## config.mk

```make
export PLATFORM = sky130hd
export DESIGN_NAME = sov_cmd_q
export DESIGN_NICKNAME = d
export VERILOG_FILES = /design/src/sv/sml_obis_value_extractor_core_assert.svh /design/src/sv/sov_cmd_q.sv
export SDC_FILE = /design/constraint.sdc
export NUM_CORES = 1
export LEC_CHECK = 0
export ABC_AREA = 1
export BUFFER_PORTS_ARGS = -buffer_cell sky130_fd_sc_hd__buf_2
export CAP_MARGIN = 25
export CORE_MARGIN = 5
export CORE_UTILIZATION = 54
export CTS_CLUSTER_SIZE = 14
export DETAILED_ROUTE_END_ITERATION = 8
export PLACE_DENSITY = 0.78
export SYNTH_ARGS = -nofsm -noshare
export SYNTH_HDL_FRONTEND = slang
export SYNTH_SLANG_ARGS = --single-unit
```

## constraint.sdc

```tcl
create_clock -name clk -period 4.75 [get_ports clk]
set_clock_uncertainty 0.1 [all_clocks]
set_input_delay 0.2375 -clock clk [delete_from_list [all_inputs] [get_ports clk]]
set_output_delay 0.2375 -clock clk [all_outputs]
set_load 0.01 [all_outputs]
```

## src/sv/sml_obis_value_extractor_core_assert.svh

```systemverilog
// assertion macros for the obis value extractor
`ifndef SML_OBIS_VALUE_EXTRACTOR_CORE_ASSERT_SVH
`define SML_OBIS_VALUE_EXTRACTOR_CORE_ASSERT_SVH
`ifndef SYNTHESIS
`define SOV_ASSERT(lbl, ck, rs, prop, msg) \
  lbl: assert property (@(posedge ck) disable iff (rs) prop) else $error(msg);
`define SOV_ASSERT_ALWAYS(lbl, ck, prop, msg) \
  lbl: assert property (@(posedge ck) prop) else $error(msg);
`else
`define SOV_ASSERT(lbl, ck, rs, prop, msg)
`define SOV_ASSERT_ALWAYS(lbl, ck, prop, msg)
`endif
`endif

```

## src/sv/sov_cmd_q.sv

```systemverilog
// short command queue between byte loader and scan engine
module sov_cmd_q #(
  parameter int WIDTH = 12,
  parameter int DEPTH = 2
) (
  input  logic             clk,
  input  logic             rst,
  input  logic             push,
  input  logic [WIDTH-1:0] din,
  input  logic             pop,
  output logic [WIDTH-1:0] dout,
  output logic             empty,
  output logic             full
);

  localparam int PTR_W = (DEPTH > 1) ? $clog2(DEPTH) : 1;
  localparam int CNT_W = $clog2(DEPTH + 1);

  logic [WIDTH-1:0] slot [DEPTH];
  logic [PTR_W-1:0] wr_ptr;
  logic [PTR_W-1:0] rd_ptr;
  logic [CNT_W-1:0] fill;

  assign empty = (fill == '0);
  assign full  = (fill == CNT_W'(DEPTH));
  assign dout  = slot[rd_ptr];

  // storage
  always_ff @(posedge clk) begin
    if (push && !full) begin
      slot[wr_ptr] <= din;
    end
  end

  // pointers and fill level
  always_ff @(posedge clk) begin
    if (rst) begin
      wr_ptr <= '0;
      rd_ptr <= '0;
      fill   <= '0;
    end else begin
      if (push && !full) begin
        wr_ptr <= (wr_ptr == PTR_W'(DEPTH - 1)) ? '0 : wr_ptr + 1'b1;
      end
      if (pop && !empty) begin
        rd_ptr <= (rd_ptr == PTR_W'(DEPTH - 1)) ? '0 : rd_ptr + 1'b1;
      end
      fill <= fill + CNT_W'(push && !full) - CNT_W'(pop && !empty);
    end
  end

endmodule

```

* After elaboration in Yosys (flattened, before gate mapping)
Memory sizes are Yosys's and may differ from the RTL's. A register that Yosys moved wholly into a read port is not among the register bits.
Cells that the tools add are included.
** Cells by class
- Add/subtract/negate cells :: 4
- $mul :: 0
- Divide/modulo/power cells :: 0
- Order comparisons :: 0
- Eq/ne operators :: 1
- Shifts and indexed selects :: 0
- Mux-type cells :: 6
- Bitwise gates (word level) :: 0
- Reductions and logical operators :: 5
** Operator list (number)
- $mux 1 :: 6
- $add 1x1->1 const B :: 2
- $add 2x1->2 :: 1
- $eq 2x2->1 const B :: 1
- $logic_and 1x1->1 :: 2
- $logic_not 1->1 :: 2
- $logic_not 2->1 :: 1
- $sub 2x1->2 :: 1
** Storage, ports and cells
- Bits in registers :: 4
- Latch bits :: 0
- Memory bits (writable) :: 24
- Bits in read-only memories :: 0
- Input port bits :: 16
- Output and inout bits :: 14
- Logic and storage cells :: 20
- Memories :: 1
** Memories
- slot :: words 2, width 12, read ports 1, clocked after memory_dff 1, wr ports 1, RTL line sov_cmd_q.sv:19 : logic [WIDTH-1:0] slot [DEPTH];

* Logic depth before layout (Yosys ltp)
Gate-level depths: netlist of the first run.
- Depth in word-level cells :: 5
- Mapped depth :: 11
- Gate-level depth less buffers :: 11

* Worst setup path before layout of the first run
OpenSTA, ideal clock, no wires.
- Kind :: register -> register
- Start point :: register fill[0]
- End point :: memory slot[0][0], enable pin
- Setup time :: 0.380 ns
- Arrival time :: 1.087 ns
- Slack :: 3.182 ns
- Cell stages (with the launch flop) :: 5
- Buffers on the path :: 0
- Cells stage by stage :: dfxtp_1 inv_1 nand2_1 nand2_1 nor2_1
** On the way
- Longest elaborated chain between the ends :: 5
** Ends and longest elaborated chain
- start, declared :: RTL line sov_cmd_q.sv:22 : logic [CNT_W-1:0] fill;
- start signal, assigned :: RTL line sov_cmd_q.sv:48 : fill <= fill + CNT_W'(push && !full) - CNT_W'(pop && !empty);
- $eq 2x2->1 :: RTL line sov_cmd_q.sv:25 : assign full = (fill == CNT_W'(DEPTH));
- $logic_not 1->1 :: RTL line sov_cmd_q.sv:30 : if (push && !full) begin
- $logic_and 1x1->1 :: RTL line sov_cmd_q.sv:30
- $mux 1 :: RTL line sov_cmd_q.sv:30
- $mux 1 (not written as such) :: RTL line sov_cmd_q.sv:31 : slot[wr_ptr] <= din;
- end, declared :: RTL line sov_cmd_q.sv:19
Every way passes these cells.

==> results of run 1 <==
[metrics by stage]
stage | power, W | worst slack, ns | area (um^2)
detailed placement | 0.000578 | 2.92 | 1320
global placement | 0.000564 | 2.99 | 1320
finish | 0.000733 | 2.77 | 1510
floorplan | 0.000507 | 3.18 | 1160
CTS | 0.000737 | 2.74 | 1500
global route | 0.000780 | 2.69 | 1510
[per-layer routing]
layer / up-vias / share of wire
met2: 34 / 0.52
met5: - / 0
li1: 363 / -
met4: 0 / 0.011
met3: 2 / 0.091
met1: 358 / 0.38
[kinds of logic after synthesis]
group | after synthesis | share of synthesized area
flip-flops | 29 | 0.710
AND/OR/NAND/NOR | 20 | 0.0682
multiplexers | 12 | 0.149
buffers and inverters | 11 | 0.0422
AO/OA/AOI/OAI | 2 | 0.00866
adder cells (fa/ha/maj) | 2 | 0.0216
[registers in the layout, summed over array words and instances (netlist names), named ones only]
signal	count
wr_ptr	1
slot	24
fill	2
rd_ptr	1
[final cells by class]
| class | instances | area [um^2] |
|---|---|---|
| sequential | 29 | 821 |
| fill | 126 | 492 |
| multi-input combinational | 36 | 287 |
| timing repair buffer | 42 | 273 |
| clock buffer | 8 | 58.8 |
| inverter | 10 | 37.5 |
| tap | 27 | 33.8 |
[critical path: stages, from the launching register on]
cell and delay [ns]:
sky130_fd_sc_hd__dfxtp_1 0.79, sky130_fd_sc_hd__mux2_2 0.40, sky130_fd_sc_hd__buf_2 0.14
[how the worst max path moves through the flow]
stage	start	to	depth (start not counted)
global placement	fill[0]	slot[0][3]	4
detailed placement	fill[0]	slot[0][8]	4
global route	flip-flop	dout[5]	2
CTS	flip-flop	dout[5]	2
finish	flip-flop	dout[5]	2
floorplan	fill[0]	slot[0][0]	4
[placed cells by master (no fill, tap or decap)]
cell type,Yosys,final
sky130_fd_sc_hd__a21oi_1,2,2
sky130_fd_sc_hd__buf_2,0,29
sky130_fd_sc_hd__buf_4,0,1
sky130_fd_sc_hd__clkbuf_1,0,2
sky130_fd_sc_hd__clkbuf_4,0,5
sky130_fd_sc_hd__clkbuf_8,0,1
sky130_fd_sc_hd__dfxtp_1,5,5
sky130_fd_sc_hd__dlygate4sd3_1,0,12
sky130_fd_sc_hd__edfxtp_1,24,24
sky130_fd_sc_hd__ha_1,2,2
sky130_fd_sc_hd__inv_1,10,10
sky130_fd_sc_hd__mux2_2,2,2
sky130_fd_sc_hd__mux2_4,10,10
sky130_fd_sc_hd__nand2_1,8,8
sky130_fd_sc_hd__nand3_1,3,3
sky130_fd_sc_hd__nor2_1,9,9
[where the power goes]
| group | internal [W] | switching (W) | leakage [nW] |
|---|---|---|---|
| clock | 0.0000729 | 0.0000782 | 0.0326 |
| sequential | 0.000326 | 0.0000318 | 0.266 |
| combinational | 0.000114 | 0.000110 | 0.361 |
[what timing repair did]
action,CTS,global route
hold buffers,12,0
endpoints found under the setup margin,0,0
gates resized for setup,0,0
hold endpoints to repair,23,0
==> impl_results.rst, run 1 <==
.. list-table::
   :header-rows: 1

   * - Metric
     - Value
   * - Count of flip-flops with a built-in enable after synthesis
     - 24
   * - Maximum clock path buffer count
     - 2
   * - Post-route setup TNS
     - 0 ns
   * - Sum of routed wire length over all layers
     - around 2000 um
   * - Ratio of total power to cell area
     - 485 mW/mm^2
   * - N_diodes
     - 0
   * - MaxCap Viol Count
     - 0
   * - Largest cells by area after synthesis
     - sky130_fd_sc_hd__edfxtp_1 62%, sky130_fd_sc_hd__mux2_4 13%, sky130_fd_sc_hd__dfxtp_1 8.7%
   * - Routing usage on met2
     - 0.245
   * - Number of register bits inferred by synthesis
     - 29
   * - R2r endpoint
     - fill[1]
   * - Max Freq
     - approximately 500 MHz
   * - Maximum fanout along the worst path
     - 12
   * - Synth unique cells
     - 11
   * - Max Slew Vio Count
     - 0
   * - GR Layer Usage met3
     - 0.0734
   * - Width of the die
     - 56.3 um
   * - Clock slew seen by the registers of the worst setup and hold paths
     - approximately 0.080 ns
   * - RSZ-0062 raised after global routing
     - no
   * - Met1 usage
     - 0.168
   * - Highest-utilization routing layer at the global route stage
     - met2
   * - RePlAce Congestion
     - around 0.65
   * - Global-route wire length before repair
     - between 3000 and 4000 um
   * - Utilization of the core after routing
     - 0.754
   * - Part of the cycle the worst path needs
     - 0.418
   * - CTS Root Buffer Type
     - sky130_fd_sc_hd__clkbuf_4
   * - Fraction of synthesized cell area taken by the top area cell type
     - 0.623
   * - Avg Vias per Cell
     - between 4 and 5
   * - Sequential area share after synthesis
     - 0.710
   * - Post-CTS setup repair buffer count
     - 0
   * - Hold Path Depth
     - 1
   * - IO Pins
     - 30
   * - Post-detailed-placement half-perimeter wirelength
     - approximately 1400 um
   * - Startpoint of the lowest-slack register-to-register path
     - fill[0]
   * - Most area-hungry cell type in the Yosys netlist
     - sky130_fd_sc_hd__edfxtp_1
   * - Final count of negative-setup-slack endpoints
     - 0
   * - Detailed Routing Iterations Pass 1
     - 4
   * - DR iter-0 viols
     - 15
   * - Detailed-route via count
     - 757
   * - Share of layout cells above drive strength 1
     - 0.384
   * - Number of placement rows
     - 16
   * - CTS sink count
     - 29
   * - Post-layout net count
     - about 140
   * - Peak ir drop on the vdd network
     - 0.000370 V
   * - Die height
     - around 56 um
   * - Drc violations
     - 0
   * - DR WL/cell
     - ~13 um
   * - CTS H-tree depth
     - 2
   * - Leakage power figure
     - around 0.66 nW
   * - Global route total overflow
     - 0
   * - Worst Tran Pin Value
     - slightly above 0.7 ns
   * - Result of the run
     - finished, final reports clean
   * - Count of yosys warnings during synthesis
     - 0
   * - Effective utilization at floorplan
     - 0.578
   * - Final Hold Slack
     - approximately 0.015 ns
   * - Area of the placeable core
     - around 0.002 mm^2
   * - Insertion delay of the later-clocked pin in the worst-skew pair
     - between 0.3 and 0.4 ns
   * - Arr. time, crit path
     - 1.65 ns
   * - Worst slew slack as a fraction of its limit
     - 0.525
   * - Pin count of the biggest net entering global routing
     - 13
   * - CTS tree
     - done
   * - Number of hold violations in the final report
     - 0
   * - Total routing resource utilization after global routing
     - 0.155
   * - Kind of start point of the critical path
     - flip-flop
   * - Total Die Area
     - between 0.003 and 0.004 mm^2
   * - Port buffer count
     - 29
   * - Post-synthesis net count
     - 94
   * - Final min period
     - roughly 2.0 ns
   * - Ys async rst share
     - 0
   * - Vias in the first global route
     - between 700 and 800
   * - Most frequent cells after synthesis
     - 24 x sky130_fd_sc_hd__edfxtp_1, 10 x sky130_fd_sc_hd__inv_1, 10 x sky130_fd_sc_hd__mux2_4
   * - Hold_sp
     - din[9]
   * - Worst endpoint required time
     - 4.41 ns
   * - Post-Synthesis Mean Instance Area
     - between 15 and 20 um^2
   * - Number of CTS-inserted buffers
     - 5
   * - Flop-to-flop setup slack
     - just over 3 ns
   * - Category of the critical setup timing path
     - flip-flop to primary output
   * - Predominant post-synthesis flop cell
     - sky130_fd_sc_hd__edfxtp_1
   * - Post-synthesis cell area
     - between 0.001 and 0.0015 mm^2
   * - Nature of the critical path endpoint
     - primary output
   * - Cells after Synth
     - 76
   * - Number of antenna-violating nets in the routed design
     - 0
   * - Class of the tightest hold or removal check
     - input pin to flip-flop
   * - Number of placed cells counting well taps
     - approximately 130
   * - Count of placed standard cells in the final layout, fillers left out
     - ~150
   * - Number of antenna violations at the first check in global routing
     - 0
   * - Cell count of the worst reg-to-reg path
     - 10
   * - Layout Area Growth over Synthesis
     - 30.6%
   * - Most frequently used cell type in the post-synthesis netlist
     - sky130_fd_sc_hd__edfxtp_1
   * - End point of the worst hold path
     - slot[0][9]
Power figures use the tool's default switching activity.
==> inputs of run 2 (changes only) <==
CORE_UTILIZATION = 50   (was 54)
PLACE_DENSITY = 0.73   (was 0.78)
clock period = 2.1 ns   (was 4.75 ns; I/O delays follow)
==> run 2 against run 1 <==
Total power up 120%. Die area up 6.6%. Design area grew 1.9%. Critical path depth is 8 higher. Cell count up 3.3%. Highest routed layer unchanged. Combinational power up 140%. Clock-buffer cell count is the same. Sequential cell count is the same. Critical endpoint is now fill[1].
==> impl_results.rst, run 2 (same netlist as run 1, synthesis figures left out) <==
.. list-table::
   :header-rows: 1

   * - Metric
     - Value
   * - Result of the run
     - finished, final reports clean (unchanged)
   * - Die height
     - 58.1 um (was 56.3 um)
   * - Vias in the first global route
     - 769 (was 784)
   * - Drc violations
     - 0 (unchanged)
   * - Share of layout cells above drive strength 1
     - 0.372 (was 0.384)
   * - Worst endpoint required time
     - 2.22 ns (was 4.41 ns)
   * - Insertion delay of the later-clocked pin in the worst-skew pair
     - 0.32 ns (about the same)
   * - Layout Area Growth over Synthesis
     - 33.1% (was 30.6%)
   * - Worst slew slack as a fraction of its limit
     - 0.684 (was 0.525)
   * - Width of the die
     - 58.1 um (was 56.3 um)
   * - Max reg flops
     - 24 (unchanged)
   * - DR WL/cell
     - 12.5 um (was 13.3 um)
   * - Total Die Area
     - 0.00337 mm^2 (was 0.00317 mm^2)
   * - Leakage power figure
     - 0.671 nW (was 0.659 nW)
   * - Post-layout net count
     - 146 (was 142)
   * - CTS sink count
     - 29 (unchanged)
   * - Number of placed cells counting well taps
     - 134 (was 131)
   * - Sum of routed wire length over all layers
     - 1960 um (was 2030 um)
   * - Arr. time, crit path
     - 1.78 ns (was 1.65 ns)
   * - RSZ-0062 raised after global routing
     - no (unchanged)
   * - Count of placed standard cells in the final layout, fillers left out
     - 157 (was 152)
   * - Effective utilization at floorplan
     - 0.523 (was 0.578)
   * - Number of placement rows
     - 17 (was 16)
   * - Peak ir drop on the vdd network
     - 0.000788 V (was 0.000370 V)
   * - Max Freq
     - about 600 MHz
   * - Post-CTS setup repair buffer count
     - 0 (unchanged)
   * - Clock slew seen by the registers of the worst setup and hold paths
     - 0.08 ns (about the same)
   * - RePlAce Congestion
     - 0.645 (was 0.647)
   * - Final count of negative-setup-slack endpoints
     - 0 (unchanged)
   * - Port buffer count
     - 29 (unchanged)
   * - Maximum fanout along the worst path
     - 4 (was 12)
   * - IO Pins
     - 30 (unchanged)
   * - CTS tree
     - done (unchanged)
   * - CTS Root Buffer Type
     - sky130_fd_sc_hd__clkbuf_4 (unchanged)
   * - Worst Tran Pin Value
     - 0.474 ns (was 0.712 ns)
   * - Detailed Routing Iterations Pass 1
     - 4 (unchanged)
   * - Pin count of the biggest net entering global routing
     - 13 (unchanged)
   * - Max Slew Vio Count
     - 0 (unchanged)
   * - N_diodes
     - 0 (unchanged)
   * - Detailed-route via count
     - 708 (was 757)
   * - Total routing resource utilization after global routing
     - 0.137 (was 0.155)
   * - Number of hold violations in the final report
     - 0 (unchanged)
   * - Nature of the critical path endpoint
     - flip-flop (was primary output)
   * - Kind of start point of the critical path
     - flip-flop (unchanged)
   * - Number of CTS-inserted buffers
     - 5 (unchanged)
   * - Commonest non-fill, non-tap cell in the layout
     - sky130_fd_sc_hd__buf_2 (unchanged)
   * - Post-route setup TNS
     - 0 ns (unchanged)
   * - Maximum clock path buffer count
     - 2 (unchanged)
   * - Layout filler cell count
     - 181 (was 126)
   * - CTS H-tree depth
     - 2 (unchanged)
   * - Post-detailed-placement half-perimeter wirelength
     - 1290 um (was 1410 um)
   * - Most frequent cells in the layout
     - 29 x sky130_fd_sc_hd__buf_2, 24 x sky130_fd_sc_hd__edfxtp_1, 15 x sky130_fd_sc_hd__dlygate4sd3_1 (was 29 x sky130_fd_sc_hd__buf_2, 24 x sky130_fd_sc_hd__edfxtp_1, 12 x sky130_fd_sc_hd__dlygate4sd3_1)
   * - Number of antenna-violating nets in the routed design
     - 0 (unchanged)
   * - Part of the cycle the worst path needs
     - 0.790
   * - Register bank with the most flops
     - slot (unchanged)
   * - Global-route wire length before repair
     - 3240 um (was 3550 um)
   * - Area of the placeable core
     - 0.00221 mm^2 (was 0.00200 mm^2)
   * - Class of the tightest hold or removal check
     - input pin to flip-flop (unchanged)
   * - Ratio of total power to cell area
     - 1050 mW/mm^2 (was 485 mW/mm^2)
   * - Number of antenna violations at the first check in global routing
     - 0 (unchanged)
   * - Avg Vias per Cell
     - 4.51 (was 4.98)
   * - MaxCap Viol Count
     - 0 (unchanged)
   * - Final min period
     - between 1.5 and 2 ns
   * - DR iter-0 viols
     - 13 (was 15)
   * - Category of the critical setup timing path
     - flip-flop to flip-flop (was flip-flop to primary output)
   * - Global route total overflow
     - 0 (unchanged)
   * - Top flop regs
     - slot (24), fill (2) (unchanged)
## run 2: cell count changes in the layout (fill, tap and decap cells not counted)
cell and change:
sky130_fd_sc_hd__clkbuf_8 -1, sky130_fd_sc_hd__clkbuf_1 +1, sky130_fd_sc_hd__buf_4 +1, sky130_fd_sc_hd__dlygate4sd3_1 +3
## run 2: worst paths after layout
kind | slack [ns] | start | endpoint | cells past startpoint
max | 0.44 | fill[0] | fill[1] | 10
min | 0.39 | rst | fill[0] | 3
max reg2reg | 0.44 | fill[0] | fill[1] | 10
min reg2reg | 0.41 | rd_ptr | flip-flop | 2
## run 2: layer usage
metal | vias up | routed length, um | track usage
met3 | 3 | 198 | 0.0690
li1 | 366 | - | -
met1 | 310 | 703 | 0.132
met2 | 29 | 1030 | 0.235
met4 | 0 | 31 | 0.0762
met5 | - | 0 | 0
## run 2: critical path, cell delays in order (launching register included)
cell                      delay [ns]
sky130_fd_sc_hd__dfxtp_1        0.36
sky130_fd_sc_hd__inv_1          0.06
sky130_fd_sc_hd__nand2_1        0.11
sky130_fd_sc_hd__nand2_1        0.09
sky130_fd_sc_hd__ha_1           0.28
sky130_fd_sc_hd__inv_1          0.04
sky130_fd_sc_hd__ha_1           0.18
sky130_fd_sc_hd__inv_1          0.05
sky130_fd_sc_hd__nand2_1        0.07
sky130_fd_sc_hd__a21oi_1        0.16
sky130_fd_sc_hd__nor2_1         0.06
## run 2: where the power goes
part | internal [W] | switching (W) | total (W)
registers | 0.000736 | 0.0000346 | 0.000771
logic | 0.000266 | 0.000276 | 0.000542
clock network | 0.000133 | 0.000169 | 0.000302
## run 2: cell type report
type                    count  area (um^2)  area share
multi-input cells          36          287       0.186
inverters                  10         37.5      0.0244
clock buffers               8         48.8      0.0317
flip-flops and latches     29          821       0.533
well taps                  28         35.0      0.0228
repair buffers             46          310       0.202
## run 2: timing repair
item	CTS	global route
resized for setup	0	0
hold buffers	15	0
hold endpoints to repair	28	0
## run 2: through the flow
| stage | area (um^2) | utilization | hold slack [ns] | setup WS [ns] | total power [W] |
|---|---|---|---|---|---|
| 6_report | 1540 | 0.696 | 0.388 | 0.442 | 0.00161 |
| 5_1_grt | 1540 | 0.696 | 0.393 | 0.294 | 0.00173 |
| 4_1_cts | 1540 | 0.696 | 0.363 | 0.430 | 0.00164 |
| 3_5_place_dp | 1340 | 0.606 | 0.182 | 0.462 | 0.00131 |
| 3_3_place_gp | 1340 | 0.606 | 0.177 | 0.565 | 0.00129 |
| 2_1_floorplan | 1160 | - | 0.0762 | 0.532 | 0.00115 |
==> inputs of run 3 (changes only) <==
ABC_AREA = 0   (was 1)
CORE_UTILIZATION = 45   (was 50)
PLACE_DENSITY = 0.7   (was 0.73)
clock period = 1.3 ns   (was 2.1 ns; I/O delays follow)
==> run 3 against run 2 <==
The flow now finishes with violations (setup timing). Clock power grew 64%. Synthesized cell count shrank 16%. Non-clock buffer count grew 10. Combinational power grew to 3.2 times the previous value. Sequential power grew 71%. Sequential share of layout area shrank 8.6 points. Total power grew 120%. Largest power group is now combinational logic. Design area grew 21%. Routed wire length grew 23%. First-iteration DRC count grew 38%.
==> impl_results.rst, run 3 <==
.. list-table::
   :header-rows: 1

   * - Metric
     - Value
   * - Result of the run
     - complete, but fails checks (was finished, final reports clean)
   * - Violations in the final reports
     - setup timing
   * - Most area-hungry cell type in the Yosys netlist
     - sky130_fd_sc_hd__edfxtp_1 (unchanged)
   * - Sequential area share after synthesis
     - 0.749 (was 0.710)
   * - IO Pins
     - 30 (unchanged)
   * - Global route total overflow
     - 0 (unchanged)
   * - CTS tree
     - done (unchanged)
   * - Synth Area in XOR/XNOR
     - 0.0160 (was 0)
   * - Die height
     - 59.4 um (was 58.1 um)
   * - Leakage power figure
     - 0.773 nW (was 0.671 nW)
   * - Post-synthesis cell area
     - 0.00110 mm^2 (was 0.00116 mm^2)
   * - Worst Tran Pin Value
     - 0.256 ns (was 0.474 ns)
   * - Detailed-route via count
     - 743 (was 708)
   * - CTS H-tree depth
     - 2 (unchanged)
   * - Number of antenna-violating nets in the routed design
     - 0 (unchanged)
   * - WP buf/inv
     - 1 (was 3)
   * - Mux cell area share after synthesis
     - 0.123 (was 0.149)
   * - Part of the cycle the worst path needs
     - 1.26 (was 0.790)
   * - Top flop regs
     - slot (24), fill (2) (unchanged)
   * - Most frequent cells in the layout
     - 24 x sky130_fd_sc_hd__edfxtp_1, 16 x sky130_fd_sc_hd__buf_6, 15 x sky130_fd_sc_hd__buf_2 (was 29 x sky130_fd_sc_hd__buf_2, 24 x sky130_fd_sc_hd__edfxtp_1, 15 x sky130_fd_sc_hd__dlygate4sd3_1)
   * - Insertion delay of the later-clocked pin in the worst-skew pair
     - 0.31 ns (was 0.32 ns)
   * - Peak ir drop on the vdd network
     - 0.00158 V (was 0.000788 V)
   * - Clock slew seen by the registers of the worst setup and hold paths
     - 0.09 ns (was 0.08 ns)
   * - Number of placement rows
     - 17 (unchanged)
   * - Number of CTS-inserted buffers
     - 5 (unchanged)
   * - Post-layout net count
     - 146 (unchanged)
   * - Ratio of total power to cell area
     - 1920 mW/mm^2 (was 1050 mW/mm^2)
   * - Worst slew slack as a fraction of its limit
     - 0.827 (was 0.684)
   * - Effective utilization at floorplan
     - 0.482 (was 0.523)
   * - Main combinational cell family by area after synthesis
     - multiplexers (unchanged)
   * - Number of register bits inferred by synthesis
     - 29 (unchanged)
   * - RePlAce Congestion
     - 0.590 (was 0.645)
   * - Total Die Area
     - 0.00352 mm^2 (was 0.00337 mm^2)
   * - Final count of negative-setup-slack endpoints
     - 40 (was 0)
   * - Share of layout cells above drive strength 1
     - 0.628 (was 0.372)
   * - Area of the placeable core
     - 0.00228 mm^2 (was 0.00221 mm^2)
   * - CTS Root Buffer Type
     - sky130_fd_sc_hd__clkbuf_4 (unchanged)
   * - Class of the tightest hold or removal check
     - input pin to flip-flop (unchanged)
   * - Vias in the first global route
     - 767 (was 769)
   * - Number of antenna violations at the first check in global routing
     - 0 (unchanged)
   * - RSZ-0062 raised after global routing
     - yes (was no)
   * - Final setup slack of the worst path
     - -0.332 ns (was 0.442 ns)
   * - Max Freq
     - 613 MHz (was 603 MHz)
   * - Global-route wire length before repair
     - 3620 um (was 3240 um)
   * - Utilization of the core after routing
     - 0.816 (was 0.696)
   * - Predominant post-synthesis flop cell
     - sky130_fd_sc_hd__edfxtp_1 (unchanged)
   * - N_diodes
     - 0 (unchanged)
   * - Most frequently used cell type in the post-synthesis netlist
     - sky130_fd_sc_hd__edfxtp_1 (unchanged)
   * - Total routing resource utilization after global routing
     - 0.148 (was 0.137)
   * - Ys async rst share
     - 0 (unchanged)
   * - Kind of start point of the critical path
     - flip-flop (unchanged)
   * - Fraction of the mapped netlist area in adder cells
     - 0.0228 (was 0.0216)
   * - CP max stage delay
     - 0.37 ns (was 0.36 ns)
   * - Cell-by-cell trace of the critical path
     - o21a_4 -> ha_4 -> inv_2 -> ha_4 -> xor2_1 -> and2_1 -> nor3_1 (was inv_1 -> nand2_1 -> nand2_1 -> ha_1 -> inv_1 -> ha_1 -> inv_1 -> nand2_1 -> a21oi_1 -> nor2_1)
   * - Register bank with the most flops
     - slot (unchanged)
   * - Number of hold violations in the final report
     - 0 (unchanged)
   * - DR WL/cell
     - 15.3 um (was 12.5 um)
   * - Detailed Routing Iterations Pass 1
     - 4 (unchanged)
   * - Port buffer count
     - 29 (unchanged)
   * - Synth unique cells
     - 21 (was 11)
   * - Avg Vias per Cell
     - 4.73 (was 4.51)
   * - Post-detailed-placement half-perimeter wirelength
     - 1290 um (about the same)
   * - Finished Cell Area
     - 0.00186 mm^2 (was 0.00154 mm^2)
   * - Sum of routed wire length over all layers
     - 2410 um (was 1960 um)
   * - Width of the die
     - 59.4 um (was 58.1 um)
   * - Compound-Gate Fraction of Synth Area
     - 0.0171 (was 0.00866)
   * - Commonest non-fill, non-tap cell in the layout
     - sky130_fd_sc_hd__edfxtp_1 (was sky130_fd_sc_hd__buf_2)
   * - Most frequent cells after synthesis
     - 24 x sky130_fd_sc_hd__edfxtp_1, 10 x sky130_fd_sc_hd__mux2_1, 5 x sky130_fd_sc_hd__dfxtp_1 (was 24 x sky130_fd_sc_hd__edfxtp_1, 10 x sky130_fd_sc_hd__inv_1, 10 x sky130_fd_sc_hd__mux2_4)
   * - DR iter-0 viols
     - 18 (was 13)
   * - Layout Area Growth over Synthesis
     - 69.5% (was 33.1%)
   * - Crit path max-delay family
     - adder cells (unchanged)
   * - Worst endpoint required time
     - 1.44 ns (was 2.22 ns)
   * - Category of the critical setup timing path
     - flip-flop to flip-flop (unchanged)
   * - Cell Area, Placed
     - 0.00134 mm^2 (about the same)
   * - CTS sink count
     - 29 (unchanged)
   * - Cells after Synth
     - 64 (was 76)
   * - Maximum clock path buffer count
     - 2 (unchanged)
   * - Critical-path cell with the highest stage delay
     - sky130_fd_sc_hd__dfxtp_4 (was sky130_fd_sc_hd__dfxtp_1)
   * - Post-Synthesis Mean Instance Area
     - 17.1 um^2 (was 15.2 um^2)
   * - Max Slew Vio Count
     - 0 (unchanged)
   * - Largest cells by area after synthesis
     - sky130_fd_sc_hd__edfxtp_1 66%, sky130_fd_sc_hd__mux2_1 10%, sky130_fd_sc_hd__dfxtp_1 9.1% (was sky130_fd_sc_hd__edfxtp_1 62%, sky130_fd_sc_hd__mux2_4 13%, sky130_fd_sc_hd__dfxtp_1 8.7%)
   * - Final min period
     - 1.63 ns (was 1.66 ns)
   * - Drc violations
     - 0 (unchanged)
   * - Simple-gate portion of the synthesized area
     - 0.0537 (was 0.0682)
   * - Nature of the critical path endpoint
     - flip-flop (unchanged)
   * - MaxCap Viol Count
     - 0 (unchanged)
   * - Count of yosys warnings during synthesis
     - 0 (unchanged)
   * - Arr. time, crit path
     - 1.77 ns (was 1.78 ns)
   * - Max reg flops
     - 24 (unchanged)
   * - Count of flip-flops with a built-in enable after synthesis
     - 24 (unchanged)
   * - Post-synthesis net count
     - 82 (was 94)
   * - Maximum fanout along the worst path
     - 3 (was 4)
   * - Fraction of synthesized cell area taken by the top area cell type
     - 0.658 (was 0.623)
   * - Library cell appearing most often on the critical path
     - sky130_fd_sc_hd__ha_4
   * - Pin count of the biggest net entering global routing
     - 10 (was 13)
run 3: cell count changes in the layout (fill, tap and decap cells not counted), moves of 6 or more:
cell                      delta
sky130_fd_sc_hd__buf_2      -14
sky130_fd_sc_hd__buf_4       +6
sky130_fd_sc_hd__buf_6      +16
sky130_fd_sc_hd__nor2_1      -6
sky130_fd_sc_hd__inv_1       -9
sky130_fd_sc_hd__nand2_1     -8
run 3: path summary, 6_finish.rpt:
| check | from | endpoint | slack, ns | depth (start not counted) |
|---|---|---|---|---|
| worst max-delay path | fill[1] | fill[1] | -0.33 | 7 |
| worst min register to register | rd_ptr | flip-flop | 0.45 | 2 |
| worst min-delay path | push | wr_ptr | 0.15 | 4 |
| worst max register to register | fill[1] | fill[1] | -0.33 | 7 |
run 3: per-stage QoR:
stage	power (W)	worst slack, ns	std cells	hold WS, ns	setup TNS [ns]
final	0.00357	-0.332	157	0.148	-5.48
after floorplan	0.00179	-0.260	64	0.0292	-1.05
after global routing	0.00377	-0.390	157	0.134	-7.00
after CTS	0.00334	-0.322	155	0.0809	-5.70
after global placement	0.00217	-0.269	126	0.153	-3.27
after detailed placement	0.00220	-0.337	126	0.158	-4.00
run 3: area by class of cell:
type / count / area [um^2]
clock buffer: 6 / 41.3
clock inverter: 2 / 10.0
fill: 129 / 418
inverter: 4 / 25.0
multi-input combinational: 31 / 385
sequential: 29 / 832
tap: 28 / 35.0
timing repair buffer: 56 / 520
timing repair inverter: 1 / 8.76
run 3: tightest hold or removal path, stage by stage:
cell and delay [ns]:
sky130_fd_sc_hd__buf_2 0.13, sky130_fd_sc_hd__inv_1 0.06, sky130_fd_sc_hd__o21ai_0 0.12, sky130_fd_sc_hd__a21oi_2 0.15
run 3: cell families after synthesis:
family          Yosys count
flops                    29
simple gates             11
compound gates            3
xor+xnor                  2
mux                      12
buf+inv                   5
fa+ha+maj                 2
run 3: what timing repair did:
item / 4_1_cts / 5_1_grt
pin swaps: 0 / 4
hold buffers: 13 / 0
endpoints found under the setup margin: 39 / 34
gates resized for setup: 32 / 20
buffers inserted: 5 / 3
cloned: 3 / 0
endpoints found under the hold margin: 29 / 0
run 3: layer usage:
metal	vias up	track usage	part of all wire
met5	-	0	0
met4	0	0.0583	0
met3	0	0.0697	0.069
met2	23	0.215	0.54
met1	354	0.189	0.39
li1	366	-	-
run 3: report_power, final:
| part | switching (W) | internal [W] |
|---|---|---|
| registers | 0.000104 | 0.00122 |
| clock network | 0.000289 | 0.000206 |
| logic | 0.000649 | 0.00111 |
| total | 0.00104 | 0.00253 |
